## src/sv/led_matrix_scan_driver_top_assert.svh

```systemverilog
// Assertion macros shared by the scan driver RTL.
`ifndef LED_MATRIX_SCAN_DRIVER_TOP_ASSERT_SVH
`define LED_MATRIX_SCAN_DRIVER_TOP_ASSERT_SVH

// Same-cycle implication, checked out of reset.
`define LMSD_ASSERT_NOW(label, ante, cons) \
    label: assert property (@(posedge aclk) disable iff (!aresetn) (ante) |-> (cons)) \
        else $error("scan driver check failed");

// Next-cycle implication, checked out of reset.
`define LMSD_ASSERT_NEXT(label, ante, cons) \
    label: assert property (@(posedge aclk) disable iff (!aresetn) (ante) |=> (cons)) \
        else $error("scan driver check failed");

`endif

```

## src/sv/lmsd_pkg.sv

```systemverilog
package lmsd_pkg;

    localparam int ROW_PAIRS = 16;
    localparam int COLUMNS   = 32;

    localparam int HALF_DEPTH = ROW_PAIRS * COLUMNS;
    localparam int HALF_AW    = $clog2(HALF_DEPTH);
    localparam int PASSES     = 2 * ROW_PAIRS + 1;
    localparam int PASS_W     = $clog2(PASSES);
    localparam int COL_W      = $clog2(COLUMNS);

    localparam int COLOR_W    = 3;
    localparam int INDEX_W    = 10;
    localparam int ROW_SEL_W  = 4;
    localparam int S_TDATA_W  = 16;
    localparam int M_TDATA_W  = 16;

    // pass phase codes
    localparam logic [1:0] PH_ADDR  = 2'd0;
    localparam logic [1:0] PH_LOW   = 2'd1;
    localparam logic [1:0] PH_HIGH  = 2'd2;
    localparam logic [1:0] PH_LATCH = 2'd3;

    typedef struct packed {
        logic                 clk;
        logic                 stb;
        logic                 blank;
        logic                 load;
        logic                 data_pass;
        logic [ROW_SEL_W-1:0] row;
    } tick_ctrl_t;

    // Row addressed by a pass: odd passes carry data for row p/2, even passes
    // blank the row before it, wrapping to the last row.
    function automatic logic [ROW_SEL_W-1:0] row_pins(input logic [PASS_W-1:0] p);
        int r;
        r = int'(p) >> 1;
        if (!p[0]) begin
            r = (r == 0) ? ROW_PAIRS - 1 : r - 1;
        end
        return ROW_SEL_W'(r);
    endfunction

endpackage

```

## src/sv/led_matrix_scan_driver_top.sv

```systemverilog
// Scan driver for a two-half RGB LED panel. Input beats with s_tuser[0] low
// write one 3-bit pixel into the frame buffer (index row*COLUMNS+col, lower
// half offset by ROW_PAIRS*COLUMNS, indices past the buffer are dropped) and
// give no output beat; beats with s_tuser[0] high are scan ticks and each give
// one pin snapshot. One beat is taken per clock while s_tready is high (not
// during clearing or output back-pressure); a tick's snapshot passes through
// the registered RAM read and the output register. After reset both RAMs are
// zeroed in parallel over ROW_PAIRS*COLUMNS (512) addresses with s_tready low.
// m_tlast is the latch strobe and marks the last beat of every pass.
module led_matrix_scan_driver_top (
    input  logic                           aclk,
    input  logic                           aresetn,
    input  logic                           s_tvalid,
    output logic                           s_tready,
    // [9:0] pixel_index, [12:10] pixel_color, [15:13] zero
    input  logic [lmsd_pkg::S_TDATA_W-1:0] s_tdata,
    // [0] func
    input  logic [0:0]                     s_tuser,
    output logic                           m_tvalid,
    input  logic                           m_tready,
    // [2:0] top_rgb, [5:3] bottom_rgb, [9:6] row_select, [10] shift_clock,
    // [11] output_blank, [15:12] zero
    output logic [lmsd_pkg::M_TDATA_W-1:0] m_tdata,
    output logic                           m_tlast
);

    import lmsd_pkg::*;

    logic [INDEX_W-1:0] in_index;
    logic [COLOR_W-1:0] in_color;
    logic               in_acc;
    logic               tick_acc;
    logic               wr_acc;

    logic               clear_reg;
    logic [HALF_AW-1:0] clear_cnt_reg;

    logic [1:0]           phase_reg, phase_next;
    logic [PASS_W-1:0]    pass_reg, pass_next;
    logic [COL_W-1:0]     col_reg, col_next;
    logic [ROW_SEL_W-1:0] pin_row_reg, pin_row_next;
    tick_ctrl_t           ctrl_next;

    logic                 s1_valid_reg;
    tick_ctrl_t           s1_ctrl_reg;
    logic                 out_free;
    logic                 s1_adv;

    logic                 m_valid_reg;
    logic                 m_clk_reg, m_stb_reg, m_blank_reg;
    logic [ROW_SEL_W-1:0] m_row_reg;
    logic [COLOR_W-1:0]   pin_top_reg, pin_bot_reg;

    logic                 top_we, bot_we, rd_en;
    logic [HALF_AW-1:0]   top_waddr, bot_waddr, rd_addr;
    logic [COLOR_W-1:0]   wr_color;
    logic [COLOR_W-1:0]   top_rdata, bot_rdata;

    assign in_index = s_tdata[INDEX_W-1:0];
    assign in_color = s_tdata[INDEX_W +: COLOR_W];

    assign out_free = !m_valid_reg || m_tready;
    assign s1_adv   = s1_valid_reg && out_free;
    assign s_tready = !clear_reg && (!s1_valid_reg || out_free);
    assign in_acc   = s_tvalid && s_tready;
    assign tick_acc = in_acc && s_tuser[0];
    assign wr_acc   = in_acc && !s_tuser[0];

    // Pixel writes are steered to the half that owns the index; clearing
    // zeroes both halves at the same address.
    always_comb begin
        top_we    = 1'b0;
        bot_we    = 1'b0;
        top_waddr = HALF_AW'(in_index);
        bot_waddr = HALF_AW'(int'(in_index) - HALF_DEPTH);
        wr_color  = in_color;
        if (clear_reg) begin
            top_we    = 1'b1;
            bot_we    = 1'b1;
            top_waddr = clear_cnt_reg;
            bot_waddr = clear_cnt_reg;
            wr_color  = '0;
        end else if (wr_acc) begin
            if (int'(in_index) < HALF_DEPTH) begin
                top_we = 1'b1;
            end else if (int'(in_index) < 2 * HALF_DEPTH) begin
                bot_we = 1'b1;
            end
        end
    end

    assign rd_addr  = HALF_AW'(int'(pass_reg >> 1) * COLUMNS + int'(col_reg));
    assign rd_en    = tick_acc && (phase_reg == PH_LOW) && pass_reg[0];

    lmsd_ram #(.WIDTH(COLOR_W), .DEPTH(HALF_DEPTH)) u_top_ram (
        .clk   (aclk),
        .we    (top_we),
        .waddr (top_waddr),
        .wdata (wr_color),
        .re    (rd_en),
        .raddr (rd_addr),
        .rdata (top_rdata)
    );

    lmsd_ram #(.WIDTH(COLOR_W), .DEPTH(HALF_DEPTH)) u_bot_ram (
        .clk   (aclk),
        .we    (bot_we),
        .waddr (bot_waddr),
        .wdata (wr_color),
        .re    (rd_en),
        .raddr (rd_addr),
        .rdata (bot_rdata)
    );

    // Scan sequencer: advance one step per accepted tick.
    always_comb begin
        phase_next   = phase_reg;
        pass_next    = pass_reg;
        col_next     = col_reg;
        pin_row_next = pin_row_reg;
        ctrl_next    = '0;
        if (tick_acc) begin
            unique case (phase_reg)
                PH_ADDR: begin
                    pin_row_next    = row_pins(pass_reg);
                    col_next        = '0;
                    phase_next      = PH_LOW;
                    ctrl_next.blank = 1'b1;
                end
                PH_LOW: begin
                    phase_next          = PH_HIGH;
                    ctrl_next.load      = 1'b1;
                    ctrl_next.data_pass = pass_reg[0];
                end
                PH_HIGH: begin
                    ctrl_next.clk = 1'b1;
                    if (int'(col_reg) == COLUMNS - 1) begin
                        col_next   = '0;
                        phase_next = PH_LATCH;
                    end else begin
                        col_next   = col_reg + COL_W'(1);
                        phase_next = PH_LOW;
                    end
                end
                PH_LATCH: begin
                    ctrl_next.stb = 1'b1;
                    pass_next     = (int'(pass_reg) == PASSES - 1) ? '0
                                                                   : pass_reg + PASS_W'(1);
                    col_next      = '0;
                    phase_next    = PH_ADDR;
                end
                default: begin
                    phase_next = PH_ADDR;
                end
            endcase
        end
        ctrl_next.row = pin_row_next;
    end

    always_ff @(posedge aclk) begin
        if (!aresetn) begin
            clear_reg     <= 1'b1;
            clear_cnt_reg <= '0;
            phase_reg     <= PH_ADDR;
            pass_reg      <= '0;
            col_reg       <= '0;
            pin_row_reg   <= '0;
            s1_valid_reg  <= 1'b0;
            m_valid_reg   <= 1'b0;
            pin_top_reg   <= '0;
            pin_bot_reg   <= '0;
        end else begin
            if (clear_reg) begin
                clear_cnt_reg <= clear_cnt_reg + HALF_AW'(1);
                if (int'(clear_cnt_reg) == HALF_DEPTH - 1) begin
                    clear_reg <= 1'b0;
                end
            end
            phase_reg   <= phase_next;
            pass_reg    <= pass_next;
            col_reg     <= col_next;
            pin_row_reg <= pin_row_next;

            if (tick_acc) begin
                s1_valid_reg <= 1'b1;
            end else if (s1_adv) begin
                s1_valid_reg <= 1'b0;
            end

            if (s1_adv) begin
                m_valid_reg <= 1'b1;
                if (s1_ctrl_reg.load) begin
                    pin_top_reg <= s1_ctrl_reg.data_pass ? top_rdata : '0;
                    pin_bot_reg <= s1_ctrl_reg.data_pass ? bot_rdata : '0;
                end
            end else if (m_tready) begin
                m_valid_reg <= 1'b0;
            end
        end
    end

    always_ff @(posedge aclk) begin
        if (tick_acc) begin
            s1_ctrl_reg <= ctrl_next;
        end
        if (s1_adv) begin
            m_clk_reg   <= s1_ctrl_reg.clk;
            m_stb_reg   <= s1_ctrl_reg.stb;
            m_blank_reg <= s1_ctrl_reg.blank;
            m_row_reg   <= s1_ctrl_reg.row;
        end
    end

    assign m_tvalid = m_valid_reg;
    assign m_tlast  = m_stb_reg;
    assign m_tdata  = {4'b0, m_blank_reg, m_clk_reg, m_row_reg, pin_bot_reg, pin_top_reg};

    `include "led_matrix_scan_driver_top_assert.svh"

    `LMSD_ASSERT_NOW(a_no_accept_in_clear, clear_reg, !s_tready)
    `LMSD_ASSERT_NOW(a_latch_not_blank, m_tvalid, !(m_tlast && m_tdata[11]))
    `LMSD_ASSERT_NEXT(a_last_col_latches,
        tick_acc && phase_reg == PH_HIGH && int'(col_reg) == COLUMNS - 1,
        phase_reg == PH_LATCH)
    `LMSD_ASSERT_NOW(a_read_only_data_pass, rd_en, pass_reg[0] && !clear_reg)

endmodule

```

## src/sv/lmsd_ram.sv

```systemverilog
module lmsd_ram #(
    parameter int WIDTH = 3,
    parameter int DEPTH = 512
) (
    input  logic                     clk,
    input  logic                     we,
    input  logic [$clog2(DEPTH)-1:0] waddr,
    input  logic [WIDTH-1:0]         wdata,
    input  logic                     re,
    input  logic [$clog2(DEPTH)-1:0] raddr,
    output logic [WIDTH-1:0]         rdata
);

    logic [WIDTH-1:0] mem [DEPTH];
    logic [WIDTH-1:0] rdata_reg;

    always_ff @(posedge clk) begin
        if (we) begin
            mem[waddr] <= wdata;
        end
        if (re) begin
            rdata_reg <= mem[raddr];
        end
    end

    assign rdata = rdata_reg;

endmodule

```

## config.mk

```make
export PLATFORM = sky130hd
export DESIGN_NAME = led_matrix_scan_driver_top
export DESIGN_NICKNAME = d
export VERILOG_FILES = /design/src/sv/lmsd_pkg.sv /design/src/sv/led_matrix_scan_driver_top.sv /design/src/sv/lmsd_ram.sv
export VERILOG_INCLUDE_DIRS = /design/src /design/src/sv
export SDC_FILE = /design/constraint.sdc
export NUM_CORES = 2
export LEC_CHECK = 0
export BUFFER_PORTS_ARGS = -buffer_cell sky130_fd_sc_hd__buf_2
export CORE_MARGIN = 1.5
export CORE_UTILIZATION = 50
export DETAILED_ROUTE_END_ITERATION = 10
export PLACE_DENSITY = 0.78
export RECOVER_POWER = 25
export SYNTH_ARGS = -nofsm -noshare
export SYNTH_HDL_FRONTEND = slang
export SYNTH_SLANG_ARGS = --single-unit
```

## constraint.sdc

```tcl
create_clock -name aclk -period 41.8 [get_ports aclk]
set_input_delay 10.45 -clock aclk [delete_from_list [all_inputs] [get_ports aclk]]
set_output_delay 10.45 -clock aclk [all_outputs]
set_load 0.01 [all_outputs]
```

==> results by group <==
Layout
  • Layout Nets: 6,675
  • Largest registers: u_bot_ram.mem (1536), u_top_ram.mem (1536)
  • Layout cells sized above 1: 0.2133
  • Multi-input gate area: 28,870 um2
  • Layout overhead on the synthesized area: 10.71%
  • Highest-count cells in the layout ignoring fill and taps: 3,094 x edfxtp_1, 1,101 x nor2_1, 772 x mux4_2
  • FF/Latch Area: 93,620 um2
  • Fillers: 17,650
  • Fin util: 0.5563
  • Commonest non-fill, non-tap cell in the layout: edfxtp_1

Critical path
  • Crit Path Max Fanout: 247
  • Crit Reg-Reg Endpoint: u_top_ram.rdata[0]
  • Worst Path Buf+Inv: 5
  • Crit-path max cell delay: 7.32 ns
  • Slowest cell on crit path: clkbuf_1
  • Largest delay share family, worst path: buffers and inverters
  • Setup crit end kind: register
  • Worst r2r src: col_reg[1]
  • Critical Path, Cell by Cell: buf_2 > nor2b_2 > clkbuf_1 > clkbuf_1 > buf_4 > buf_4
  • R2R cell count: 12
  • Crit path DAT: 23.59 ns
  • CP required: 42.36 ns
  • Reg-to-reg slack, setup: 24.95 ns
  • Crit path kind: input port to register
  • CP startpoint kind: input port

Global routing
  • Global-route wire length before repair: 491,400 um
  • Grt ovf: 0
  • Initial antenna violation count: 20
  • Vias in the first global route: 68,120
  • Pin count of the biggest net entering global routing: 248
  • GR Util All Layers: 0.2746

Flow run
  • Max-cap violations: 17

Pwr
  • Sw Ratio: 0.1948
  • Switching Power: 1.206 mW
  • Sequential share of power: 0.548
  • Cell Pwr Density: 44.81 nW/um2
  • P_int: 4.986 mW
  • P_leak: 41.68 nW
  • Clock network power share: 0.444
  • Max IR drop VDD: 0.02846 mV
  • Logic pwr share: 0.007

Min path
  • Min-delay src: s1_ctrl_reg[3]
  • Cell depth of the worst hold path: 0
  • Worst min path class: register to register
  • Hold Crit Endpoint: m_row_reg[3]

Floorplan
  • Die height: 502.7 um
  • DIE WIDTH: 502.7 um
  • Initial Util: 0.5025
  • I/O pins: 40
  • Row cnt: 183
  • Die area: 252,700 um2
  • Core area: 248,400 um2

Yosys
  • Syn Inst Count: 6,593
  • Synth cell types: 73
  • Number of synthesized flops with an enable pin: 3,094
  • #FFs+latches synth: 3,129
  • Sequential share of the synthesized area: 0.7499
  • Main synth FF type: edfxtp_1
  • Synth Cell Area: 124,800 um2
  • Synth Area per Inst: 18.93 um2
  • Synth warnings: 0
  • Asr flop ratio synth: 0

STA
  • Clock skew: 0.04016 ns
  • Fin Hold WS: 0.4207 ns
  • Final setup TNS: 0 ns
  • Final Cycle Share: 0.5510
  • RSZ-0062 raised after global routing: false
  • Max Fclk: 0.04342 GHz
  • Min Tclk post-route: 23.03 ns
  • Max-slew violations: 1,765
  • Final hold vios: 0
  • Setup violations, final: 0
  • Worst-Margin Slew: 10.72 ns
  • Max_slew headroom: -6.148
  • Final worst slack: 18.77 ns

Clocking
  • Htree depth: 5
  • CTS sink cnt: 3,129
  • Clock Latency Late Sink: 0.97 ns
  • CTS tree: done
  • CTS root buffer: clkbuf_16
  • Post-CTS setup buffer count: 0
  • Post-CTS resize count: 0
  • Hold Buf Count CTS: 0
  • Clock transition at path regs: 0.06 ns
  • CTS buffer count: 316
  • Max Root-Sink Buffers: 4

Status
  • Failing checks: capacitance limit, slew limit
  • Status: finished with violations

Routing
  • Via density: 6.721
  • ANT nets after route: 0
  • Vias post-DR: 68,720
  • Final wirelength: 347,500 um
  • First-pass iteration count of the detailed router: 9
  • Drt drc: 0
  • DR WL/cell: 33.99 um
  • Drt first-iter violations: 11,730

Placement
  • Hpwl dp: 193,900 um
  • I/O Buffers: 32
  • Placement Setup Slack: 20.37 ns
  • Placer Congestion: 0.9174
per-stage QoR:
step | std cells | cell area, um2 | total power, mW
6_report | 10220 | 138200 | 6.192
5_1_grt | 10200 | 138100 | 6.313
3_3_place_gp | 9653 | 128500 | 3.504
4_1_cts | 10200 | 138300 | 6.197
3_5_place_dp | 9653 | 128500 | 3.505
2_1_floorplan | 6596 | 124800 | 3.477
synth_stat cells, types with 21 or more instances:
| library cell | n | share of area |
|---|---|---|
| a21oi_1 | 62 | 0.0025 |
| a22oi_1 | 82 | 0.0049 |
| a31oi_1 | 24 | 0.0012 |
| and2_1 | 26 | 0.0013 |
| buf_1 | 70 | 0.0021 |
| buf_2 | 94 | 0.0038 |
| buf_4 | 62 | 0.0037 |
| buf_6 | 32 | 0.0029 |
| clkbuf_1 | 234 | 0.0070 |
| dfxtp_1 | 35 | 0.0056 |
| edfxtp_1 | 3094 | 0.74 |
| mux2_2 | 22 | 0.0020 |
| mux2i_1 | 134 | 0.011 |
| mux4_2 | 772 | 0.14 |
| nand2_1 | 220 | 0.0066 |
| nand3_1 | 44 | 0.0018 |
| nor2_1 | 1104 | 0.033 |
| nor2b_1 | 37 | 0.0019 |
| nor3_1 | 21 | 0.00084 |
| o21ai_0 | 53 | 0.0021 |
| o22ai_1 | 54 | 0.0027 |
power by group through the flow:
| stage | Sequential (mW) | Combinational [mW] | Clock [mW] |
|---|---|---|---|
| global route | 3.39 | 0.0427 | 2.88 |
| detailed placement | 3.46 | 0.0418 | 0 |
| CTS | 3.40 | 0.0421 | 2.76 |
| global placement | 3.46 | 0.0417 | 0 |
| finish | 3.40 | 0.0438 | 2.75 |
| floorplan | 3.46 | 0.0147 | 0 |
metal layers:
metal,global-route usage,vias up,part of all wire
met4,0.1572,12,0.065
met3,0.09057,1216,0.15
met1,0.3443,34870,0.32
li1,-,26470,-
met2,0.4211,6148,0.46
met5,0,-,0.00022
worst max path at each step:
| stage | start | end | slack (ns) | cells after the start |
|---|---|---|---|---|
| after global placement | m_tready | s_tready | 20.35 | 4 |
| after detailed placement | m_tready | s_tready | 20.37 | 4 |
| after global routing | s_tdata[11] | u_top_ram.mem[99][1] | 18.00 | 6 |
| final | s_tdata[11] | u_top_ram.mem[94][1] | 18.77 | 6 |
| after floorplan | s_tdata[10] | u_bot_ram.mem[0][0] | 1.84 | 1 |
| after CTS | m_tready | s_tready | 20.37 | 4 |
layout make-up:
cell class / count / area share
sequential: 3129 / 0.6775
clock inverter: 153 / 0.01052
multi-input combinational: 2952 / 0.2089
inverter: 23 / 0.0006609
antenna: 27 / 0.0004889
tap: 3330 / 0.03015
clock buffer: 391 / 0.06063
timing repair buffer: 219 / 0.01122
kinds of logic (layout without fill, tap and decap cells):
kind of cell,after synthesis,in the layout,synth area share
flip-flops,3129,3129,0.7499
XOR/XNOR,12,12,0.0008419
AO/OA/AOI/OAI,453,453,0.02541
AND/OR/NAND/NOR,1542,1542,0.05032
multiplexers,928,928,0.1520
adder cells (fa/ha/maj),13,13,0.001303
other,1,31,0.00003004
buffers and inverters,515,786,0.02022
Note: power is estimated with default switching activity, not from simulation.
